==> config.mk <==
export PLATFORM = sky130hd
export DESIGN_NAME = golden_ratio_hue_color_generator_core
export DESIGN_NICKNAME = d
export VERILOG_FILES = /design/src/rtl/grhc_pkg.sv /design/src/rtl/grhc_ctrl.sv /design/src/rtl/grhc_dp.sv /design/src/rtl/golden_ratio_hue_color_generator_core.sv
export SDC_FILE = /design/constraint.sdc
export NUM_CORES = 2
export LEC_CHECK = 0
export BUFFER_PORTS_ARGS = -buffer_cell sky130_fd_sc_hd__buf_4
export CORE_ASPECT_RATIO = 0.8
export CORE_UTILIZATION = 55
export CTS_CLUSTER_SIZE = 8
export DETAILED_ROUTE_END_ITERATION = 7
export GPL_ROUTABILITY_DRIVEN = 0
export GPL_TIMING_DRIVEN = 0
export PLACE_DENSITY = 0.71
export SYNTH_ARGS = -nofsm -noshare
export SYNTH_HDL_FRONTEND = slang
export SYNTH_SLANG_ARGS = --single-unit
==> constraint.sdc <==
create_clock -name i_clk -period 19.6 [get_ports i_clk]
set_input_delay 3.92 -clock i_clk [delete_from_list [all_inputs] [get_ports i_clk]]
set_output_delay 3.92 -clock i_clk [all_outputs]
set_load 0.01 [all_outputs]
==> src/rtl/grhc_pkg.sv <==
// Shared types, register codes and constants of the golden-ratio hue color generator.
package grhc_pkg;

    localparam int GRHC_PHASE_BITS = 16;

    localparam int CFG_W     = 16;
    localparam int CFG_IDX_W = 2;
    localparam int HUE_W     = 16;
    localparam int BYTE_W    = 8;

    localparam logic [CFG_IDX_W-1:0] REG_SATURATION = 2'd0;
    localparam logic [CFG_IDX_W-1:0] REG_BRIGHTNESS = 2'd1;
    localparam logic [CFG_IDX_W-1:0] REG_HUE_STEP   = 2'd2;

    localparam logic [CFG_W-1:0] SATURATION_RST = 16'd62259;
    localparam logic [CFG_W-1:0] BRIGHTNESS_RST = 16'd62259;
    localparam logic [CFG_W-1:0] HUE_STEP_RST   = 16'd40503;

    localparam logic [0:0] REQ_NEXT = 1'b0;
    localparam logic [0:0] REQ_SEED = 1'b1;

    // Shared multiplier operand widths: a factor of up to 32 bits times v*255.
    localparam int MUL_A_W = 32;
    localparam int MUL_B_W = 24;
    localparam int PROD_W  = MUL_A_W + MUL_B_W;

    // One-cycle commands from the controller to the datapath.
    typedef struct packed {
        logic load;     // transaction accepted: update the hue phase
        logic prep;     // sector, fraction and v*255
        logic mul_sf;   // s * f
        logic mul_p;    // v*255 * (1 - s)
        logic mul_q;    // v*255 * s*f
        logic mul_t;    // v*255 * s*(1 - f)
        logic fin;      // select components into the output register
    } t_dp_cmd;

    typedef struct packed {
        logic out_free;
    } t_dp_stat;

endpackage

==> src/rtl/grhc_ctrl.sv <==
// Sequencer of the golden-ratio hue color generator.
module grhc_ctrl
    import grhc_pkg::*;
(
    input  logic     i_clk,
    input  logic     i_rst_n,
    input  logic     i_in_valid,
    output logic     o_in_ready,
    input  t_dp_stat i_stat,
    output t_dp_cmd  o_cmd
);

    localparam logic [2:0] S_IDLE = 3'd0;
    localparam logic [2:0] S_PREP = 3'd1;
    localparam logic [2:0] S_SF   = 3'd2;
    localparam logic [2:0] S_MP   = 3'd3;
    localparam logic [2:0] S_MQ   = 3'd4;
    localparam logic [2:0] S_MT   = 3'd5;
    localparam logic [2:0] S_FIN  = 3'd6;

    logic [2:0] r_state;
    logic [2:0] n_state;
    logic       accept;

    assign o_in_ready = (r_state == S_IDLE);
    assign accept     = i_in_valid && o_in_ready;

    always_comb begin
        n_state = r_state;
        o_cmd   = '0;
        unique case (r_state)
            S_IDLE: begin
                o_cmd.load = accept;
                if (accept) begin
                    n_state = S_PREP;
                end
            end
            S_PREP: begin
                o_cmd.prep = 1'b1;
                n_state    = S_SF;
            end
            S_SF: begin
                o_cmd.mul_sf = 1'b1;
                n_state      = S_MP;
            end
            S_MP: begin
                o_cmd.mul_p = 1'b1;
                n_state     = S_MQ;
            end
            S_MQ: begin
                o_cmd.mul_q = 1'b1;
                n_state     = S_MT;
            end
            S_MT: begin
                o_cmd.mul_t = 1'b1;
                n_state     = S_FIN;
            end
            S_FIN: begin
                // Wait here while the previous color is still held downstream.
                if (i_stat.out_free) begin
                    o_cmd.fin = 1'b1;
                    n_state   = S_IDLE;
                end
            end
            default: begin
                n_state = S_IDLE;
            end
        endcase
    end

    always_ff @(posedge i_clk) begin
        if (!i_rst_n) begin
            r_state <= S_IDLE;
        end else begin
            r_state <= n_state;
        end
    end

endmodule

==> src/rtl/grhc_dp.sv <==
// Datapath: hue phase, configuration registers, shared multiplier and output register.
module grhc_dp
    import grhc_pkg::*;
#(
    parameter int PHASE_BITS = GRHC_PHASE_BITS
) (
    input  logic                 i_clk,
    input  logic                 i_rst_n,
    input  t_dp_cmd              i_cmd,
    output t_dp_stat             o_stat,
    input  logic                 i_cfg_we,
    input  logic [CFG_IDX_W-1:0] i_cfg_idx,
    input  logic [CFG_W-1:0]     i_cfg_data,
    input  logic                 i_req_type,
    input  logic [HUE_W-1:0]     i_seed_hue,
    input  logic                 i_out_ready,
    output logic                 o_out_valid,
    output logic [BYTE_W-1:0]    o_red,
    output logic [BYTE_W-1:0]    o_green,
    output logic [BYTE_W-1:0]    o_blue,
    output logic [HUE_W-1:0]     o_hue_now
);

    localparam int EXT_W = (PHASE_BITS > HUE_W) ? PHASE_BITS : HUE_W;
    localparam int SCL_W = PHASE_BITS + 3;

    logic [CFG_W-1:0]      r_sat;
    logic [CFG_W-1:0]      r_bri;
    logic [CFG_W-1:0]      r_step;
    logic [PHASE_BITS-1:0] r_phase;
    logic [PHASE_BITS-1:0] n_phase;

    logic [2:0]            r_sector;
    logic [HUE_W-1:0]      r_f16;
    logic [MUL_B_W-1:0]    r_w;
    logic [31:0]           r_m1;
    logic [31:0]           r_m2;
    logic [PROD_W-1:0]     r_prod;
    logic [BYTE_W-1:0]     r_pb;
    logic [BYTE_W-1:0]     r_qb;

    logic                  r_out_valid;
    logic [BYTE_W-1:0]     r_red;
    logic [BYTE_W-1:0]     r_green;
    logic [BYTE_W-1:0]     r_blue;
    logic [HUE_W-1:0]      r_hue_now;

    logic [EXT_W-1:0]      seed_ext;
    logic [EXT_W-1:0]      step_ext;
    logic [EXT_W-1:0]      phase_ext;
    logic [EXT_W-1:0]      frac_ext;
    logic [SCL_W-1:0]      scaled;
    logic [MUL_A_W-1:0]    mul_a;
    logic [MUL_B_W-1:0]    mul_b;
    logic [PROD_W-1:0]     mul_prod;
    logic [PROD_W-1:0]     diff;
    logic [BYTE_W-1:0]     vb;
    logic [BYTE_W-1:0]     tb;
    logic [BYTE_W-1:0]     n_red;
    logic [BYTE_W-1:0]     n_green;
    logic [BYTE_W-1:0]     n_blue;

    assign seed_ext  = EXT_W'(i_seed_hue);
    assign step_ext  = EXT_W'(r_step);
    assign phase_ext = EXT_W'(r_phase);
    assign n_phase   = (i_req_type == REQ_SEED) ? seed_ext[PHASE_BITS-1:0]
                                                : r_phase + step_ext[PHASE_BITS-1:0];

    // Six times the hue: the top three bits are the sector, the rest the fraction.
    assign scaled   = (SCL_W'(r_phase) << 2) + (SCL_W'(r_phase) << 1);
    assign frac_ext = EXT_W'(scaled[PHASE_BITS-1:0]) << (EXT_W - PHASE_BITS);

    always_comb begin
        mul_b = r_w;
        mul_a = r_m1;
        priority if (i_cmd.mul_sf) begin
            mul_a = MUL_A_W'(r_sat);
            mul_b = MUL_B_W'(r_f16);
        end else if (i_cmd.mul_p) begin
            mul_a = MUL_A_W'(17'h10000 - 17'(r_sat));
        end else if (i_cmd.mul_q) begin
            mul_a = r_m1;
        end else begin
            mul_a = r_m2;
        end
    end

    assign mul_prod = PROD_W'(mul_a) * PROD_W'(mul_b);

    // v*255*(1 - x) with x in Q0.32 is (v*255 << 32) - v*255*x.
    assign diff = {r_w, 32'd0} - r_prod;
    assign vb   = r_w[23:16];
    assign tb   = diff[PROD_W-1 -: BYTE_W];

    always_comb begin
        n_red   = vb;
        n_green = vb;
        n_blue  = vb;
        if (r_sat != '0) begin
            unique case (r_sector)
                3'd0: begin n_red = vb;   n_green = tb;   n_blue = r_pb; end
                3'd1: begin n_red = r_qb; n_green = vb;   n_blue = r_pb; end
                3'd2: begin n_red = r_pb; n_green = vb;   n_blue = tb;   end
                3'd3: begin n_red = r_pb; n_green = r_qb; n_blue = vb;   end
                3'd4: begin n_red = tb;   n_green = r_pb; n_blue = vb;   end
                default: begin n_red = vb; n_green = r_pb; n_blue = r_qb; end
            endcase
        end
    end

    always_ff @(posedge i_clk) begin
        if (!i_rst_n) begin
            r_sat       <= SATURATION_RST;
            r_bri       <= BRIGHTNESS_RST;
            r_step      <= HUE_STEP_RST;
            r_phase     <= '0;
            r_out_valid <= 1'b0;
        end else begin
            if (i_cfg_we) begin
                unique case (i_cfg_idx)
                    REG_SATURATION: r_sat  <= i_cfg_data;
                    REG_BRIGHTNESS: r_bri  <= i_cfg_data;
                    REG_HUE_STEP:   r_step <= i_cfg_data;
                    default: begin
                    end
                endcase
            end
            if (i_cmd.load) begin
                r_phase <= n_phase;
            end
            if (i_cmd.fin) begin
                r_out_valid <= 1'b1;
            end else if (i_out_ready) begin
                r_out_valid <= 1'b0;
            end
        end
    end

    always_ff @(posedge i_clk) begin
        if (i_cmd.prep) begin
            r_sector <= scaled[SCL_W-1 -: 3];
            r_f16    <= frac_ext[EXT_W-1 -: HUE_W];
            r_w      <= ({8'd0, r_bri} << 8) - MUL_B_W'(r_bri);
        end
        if (i_cmd.mul_sf || i_cmd.mul_p || i_cmd.mul_q || i_cmd.mul_t) begin
            r_prod <= mul_prod;
        end
        if (i_cmd.mul_p) begin
            r_m1 <= r_prod[31:0];
        end
        if (i_cmd.mul_q) begin
            r_pb <= r_prod[39:32];
            r_m2 <= {r_sat, 16'd0} - r_m1;
        end
        if (i_cmd.mul_t) begin
            r_qb <= diff[PROD_W-1 -: BYTE_W];
        end
        if (i_cmd.fin) begin
            r_red     <= n_red;
            r_green   <= n_green;
            r_blue    <= n_blue;
            r_hue_now <= phase_ext[HUE_W-1:0];
        end
    end

    assign o_stat.out_free = !r_out_valid || i_out_ready;
    assign o_out_valid     = r_out_valid;
    assign o_red           = r_red;
    assign o_green         = r_green;
    assign o_blue          = r_blue;
    assign o_hue_now       = r_hue_now;

endmodule

==> src/rtl/golden_ratio_hue_color_generator_core.sv <==
// Top level of the golden-ratio hue color generator.
//
//  channel   direction  payload                                   transaction
//  s_axis    in         tdata: seed_hue; tuser: req_type          tvalid & tready
//  m_axis    out        tdata: red, green, blue, hue_now          tvalid & tready
//  i_cfg     in         i_cfg_idx, i_cfg_data                     i_cfg_we
//
// From acceptance until its color is registered, an item passes through
// one phase update, then six steps of the sequencer, four of which
// go through the single shared 32x24 multiplier (s*f, then p, q and t).
// The next item is accepted as soon as the sequencer is back in idle, while a
// finished color may still wait in the output register. A stalled output
// holds the sequencer in its final step. Reset clears the phase and loads the
// default saturation, brightness and hue step.
module golden_ratio_hue_color_generator_core
    import grhc_pkg::*;
#(
    parameter int PHASE_BITS = GRHC_PHASE_BITS
) (
    input  logic                 i_clk,
    input  logic                 i_rst_n,
    input  logic                 s_axis_tvalid,
    output logic                 s_axis_tready,
    input  logic [15:0]          s_axis_tdata,   // [15:0] seed_hue
    input  logic [0:0]           s_axis_tuser,   // [0] req_type
    output logic                 m_axis_tvalid,
    input  logic                 m_axis_tready,
    output logic [39:0]          m_axis_tdata,   // [7:0] red, [15:8] green,
                                                 // [23:16] blue, [39:24] hue_now
    input  logic                 i_cfg_we,
    input  logic [CFG_IDX_W-1:0] i_cfg_idx,
    input  logic [CFG_W-1:0]     i_cfg_data
);

    t_dp_cmd          cmd;
    t_dp_stat         stat;
    logic [BYTE_W-1:0] red;
    logic [BYTE_W-1:0] green;
    logic [BYTE_W-1:0] blue;
    logic [HUE_W-1:0]  hue_now;

    grhc_ctrl u_ctrl (
        .i_clk      (i_clk),
        .i_rst_n    (i_rst_n),
        .i_in_valid (s_axis_tvalid),
        .o_in_ready (s_axis_tready),
        .i_stat     (stat),
        .o_cmd      (cmd)
    );

    grhc_dp #(
        .PHASE_BITS (PHASE_BITS)
    ) u_dp (
        .i_clk       (i_clk),
        .i_rst_n     (i_rst_n),
        .i_cmd       (cmd),
        .o_stat      (stat),
        .i_cfg_we    (i_cfg_we),
        .i_cfg_idx   (i_cfg_idx),
        .i_cfg_data  (i_cfg_data),
        .i_req_type  (s_axis_tuser[0]),
        .i_seed_hue  (s_axis_tdata),
        .i_out_ready (m_axis_tready),
        .o_out_valid (m_axis_tvalid),
        .o_red       (red),
        .o_green     (green),
        .o_blue      (blue),
        .o_hue_now   (hue_now)
    );

    assign m_axis_tdata = {hue_now, blue, green, red};

    // An accepted transaction keeps the input closed while the color is worked out.
    a_busy_after_accept: assert property (@(posedge i_clk) disable iff (!i_rst_n)
        (s_axis_tvalid && s_axis_tready) |=> !s_axis_tready)
        else $error("input ready right after an accepted transaction");

    // A new color never overwrites one that is still held downstream.
    a_no_overwrite: assert property (@(posedge i_clk) disable iff (!i_rst_n)
        cmd.fin |-> (!m_axis_tvalid || m_axis_tready))
        else $error("output register overwritten while stalled");

    // Finishing a color always presents it on the next cycle.
    a_fin_shows: assert property (@(posedge i_clk) disable iff (!i_rst_n)
        cmd.fin |=> m_axis_tvalid)
        else $error("finished color not presented");

    // Only one datapath step is commanded at a time.
    a_one_step: assert property (@(posedge i_clk) disable iff (!i_rst_n)
        $onehot0(cmd))
        else $error("several datapath steps commanded at once");

endmodule

==> run metrics <==
sequential share of the synthesized area=20.1%; Site Rows=87; Die ar.=between 0.07 and 0.08 mm2; Worst EP arrival=roughly 12 ns; worst skew pair latency=just under 0.6 ns; pin count of the biggest net entering global routing=between 40 and 50; Period Utilization, post-route=60.7%; Syn Area/Cell=9.05 um2; share of cells above drive strength 1=4.18%; Mapped Cells=4352; clk sink count=around 290; Post-CTS Hold Fix Bufs=0; syn nets=around 5300; WL per Instance=about 24 um; H-Tree Depth=2; yosys warns=0; area grow syn2layout=8.09%; worst setup path class=register to register; initial antenna violation count=4; final HPWL from detailed placement=about 110000 um; leading area contributor after synthesis=fa_1; Resized Gates After CTS=0; Startpoint Class=register; Yosys reg bits=~290; Die X=301 um; Root Buffer=clkbuf_16; clk slew on worst S/H paths=about 0.060 ns; Fillers=~6000; outcome=completed; endpoints failing setup=0; Initial Util=between 50% and 60%; Slew headroom=under 10%; CP Data Required Time=a little under 20 ns; vias in the first global route=32360; via count=about 33000; CP endpoint kind=register; Residual DRC=0; fmax=roughly 84 MHz; Critical Path Slowest Stage Cell=o21ai_1; layout net count=5448; Post-CTS Setup Bufs=0; I/O pin total=slightly above 80; first-pass GRT wire length=between 200000 and 250000 um; Num CTS Buffers=slightly above 40; deepest clock path buffer count=3; cell mode on critical path=fa_1; RSZ-0062 raised after global routing=no; minimum clock period=11.89 ns; CP peak stage delay=0.74 ns; GRT Total Usage=a little under two fifths; final hold violation count=0; port bufs=81; ys async rst share=0%; Max-Cap Viols=0; Post-synth EDFFs=218; CTS tree=done; Die Height=241 um; Clock Skew=0.0379 ns; measured slew at the worst slew-check pin=1.38 ns; post-route ant nets=0; wirelength, routed=133000 um; hold crit path type=register to register; mapped cell area=0.0394 mm2; Area contributors post-synth=fa_1, edfxtp_1, ha_1, inv_1, nand2_1; Core ar.=around 0.071 mm2; main flop type after synthesis=edfxtp_1; Max Slew Vio Count=0; top cell type's share of synthesized area=about a third; drt via density=roughly 6.0; Max FO, Critical Path=8; post-synthesis cell type count=95; Iteration-0 DRC Markers=4371; DRT Pass-1 Iters=6; total gr overflow=0; Sum Neg Setup Slack=0 ns
[cells by family (layout without fill, tap and decap cells)]
family | count (synthesis) | after routing | share of synthesized area [%]
AOI/OAI and AO/OA | 520 | 520 | 8.63
xor gates and xnor gates | 147 | 147 | 3.29
muxes | 25 | 25 | 0.635
DFF | 286 | 286 | 20.1
buffers and inverters | 1000 | 1165 | 9.57
adders and majority gates | 923 | 923 | 41.9
other | 0 | 3 | 0
and+or+nand+nor | 1451 | 1451 | 15.9
[Yosys cell counts, drive strengths merged, types with 27 or more instances]
library cell / instances
a21o: 65
a21oi: 174
a31oi: 27
and2: 87
clkbuf: 171
dfxtp: 68
edfxtp: 218
fa: 660
ha: 263
inv: 812
nand2: 725
nand3: 61
nor2: 380
nor2b: 36
nor3: 43
o211ai: 27
o21ai: 85
xnor2: 100
xor2: 47
[per-layer routing]
metal | global-route usage (%) | share of wire [%]
met5 | 0.331 | 0.033
met4 | 14.4 | 4.7
met3 | 15.8 | 17
met2 | 50.3 | 39
met1 | 52.9 | 40
[cell usage in the layout, fill, tap and decap left out, types with 34 or more instances in the layout]
master / n
o21ai_0: 69
and2_1: 85
nor2_1: 379
a21oi_1: 171
ha_1: 263
dfxtp_1: 68
edfxtp_1: 218
nand2_1: 725
xnor2_1: 100
fa_1: 660
xor2_1: 45
a21o_1: 64
inv_1: 810
nand3_1: 61
nor2b_1: 34
nor3_1: 42
clkbuf_16: 41
buf_4: 81
clkbuf_1: 202
[state kept, by name, summed over array words and instances, names as in the netlist]
register / count
u_dp.o_green: 8
u_dp.o_red: 8
u_dp.o_out_valid: 1
u_dp.r_qb: 8
u_dp.r_prod: 56
u_dp.r_sector: 3
u_ctrl.r_state: 3
u_dp.o_hue_now: 16
u_dp.r_m2: 32
u_dp.phase_ext: 16
u_dp.r_pb: 8
u_dp.r_step: 16
u_dp.r_w: 24
u_dp.o_blue: 8
u_dp.r_f16: 15
u_dp.r_sat: 16
u_dp.r_m1: 32
u_dp.r_bri: 16
[path summary, 6_finish.rpt]
path         cells past startpoint         endpoint  slack (ns)       startpoint
max reg2reg                     34  u_dp.r_prod[46]        7.71    u_dp.r_sat[0]
min                              0    u_dp.r_m1[17]        0.45  u_dp.r_prod[17]
max                             34  u_dp.r_prod[46]        7.71    u_dp.r_sat[0]
min reg2reg                      0    u_dp.r_m1[17]        0.45  u_dp.r_prod[17]
[cell type report]
cell class / instances / area [um2] / area share, %
antenna: 3 / 7.51 / 0.0176
buffer: 188 / 723 / 1.70
clock buffer: 72 / 1140 / 2.68
clock inverter: 3 / 66.3 / 0.156
inverter: 812 / 3050 / 7.16
multi-input combinational: 3066 / 27800 / 65.2
sequential: 286 / 7910 / 18.6
tap: 934 / 1170 / 2.75
timing repair buffer: 90 / 752 / 1.77
[through the flow]
| stage | hold WS (ns) | instances | worst slack [ns] | utilization (%) | cell area, um2 |
|---|---|---|---|---|---|
| after floorplan | 0.426 | 4352 | 9.97 | - | 39400 |
| after global placement | 0.431 | 5367 | 6.89 | 58.3 | 41200 |
| after detailed placement | 0.435 | 5376 | 8.20 | 58.5 | 41400 |
| after CTS | 0.447 | 5451 | 8.19 | 60.2 | 42600 |
| after global routing | 0.455 | 5451 | 7.49 | 60.3 | 42600 |
| final | 0.446 | 5454 | 7.71 | 60.3 | 42600 |
[worst max-delay path, delay by kind of cell, from the launching register on]
family	cells	cell delay, ns
AOI/OAI and AO/OA	9	3.50
xor gates and xnor gates	1	0.18
and+or+nand+nor	8	2.68
DFF	1	0.36
adders and majority gates	9	4.09
buffers and inverters	7	0.76
Power is not shown: default switching activity piles up to over one toggle a cycle in this logic, so the estimate is an artifact.
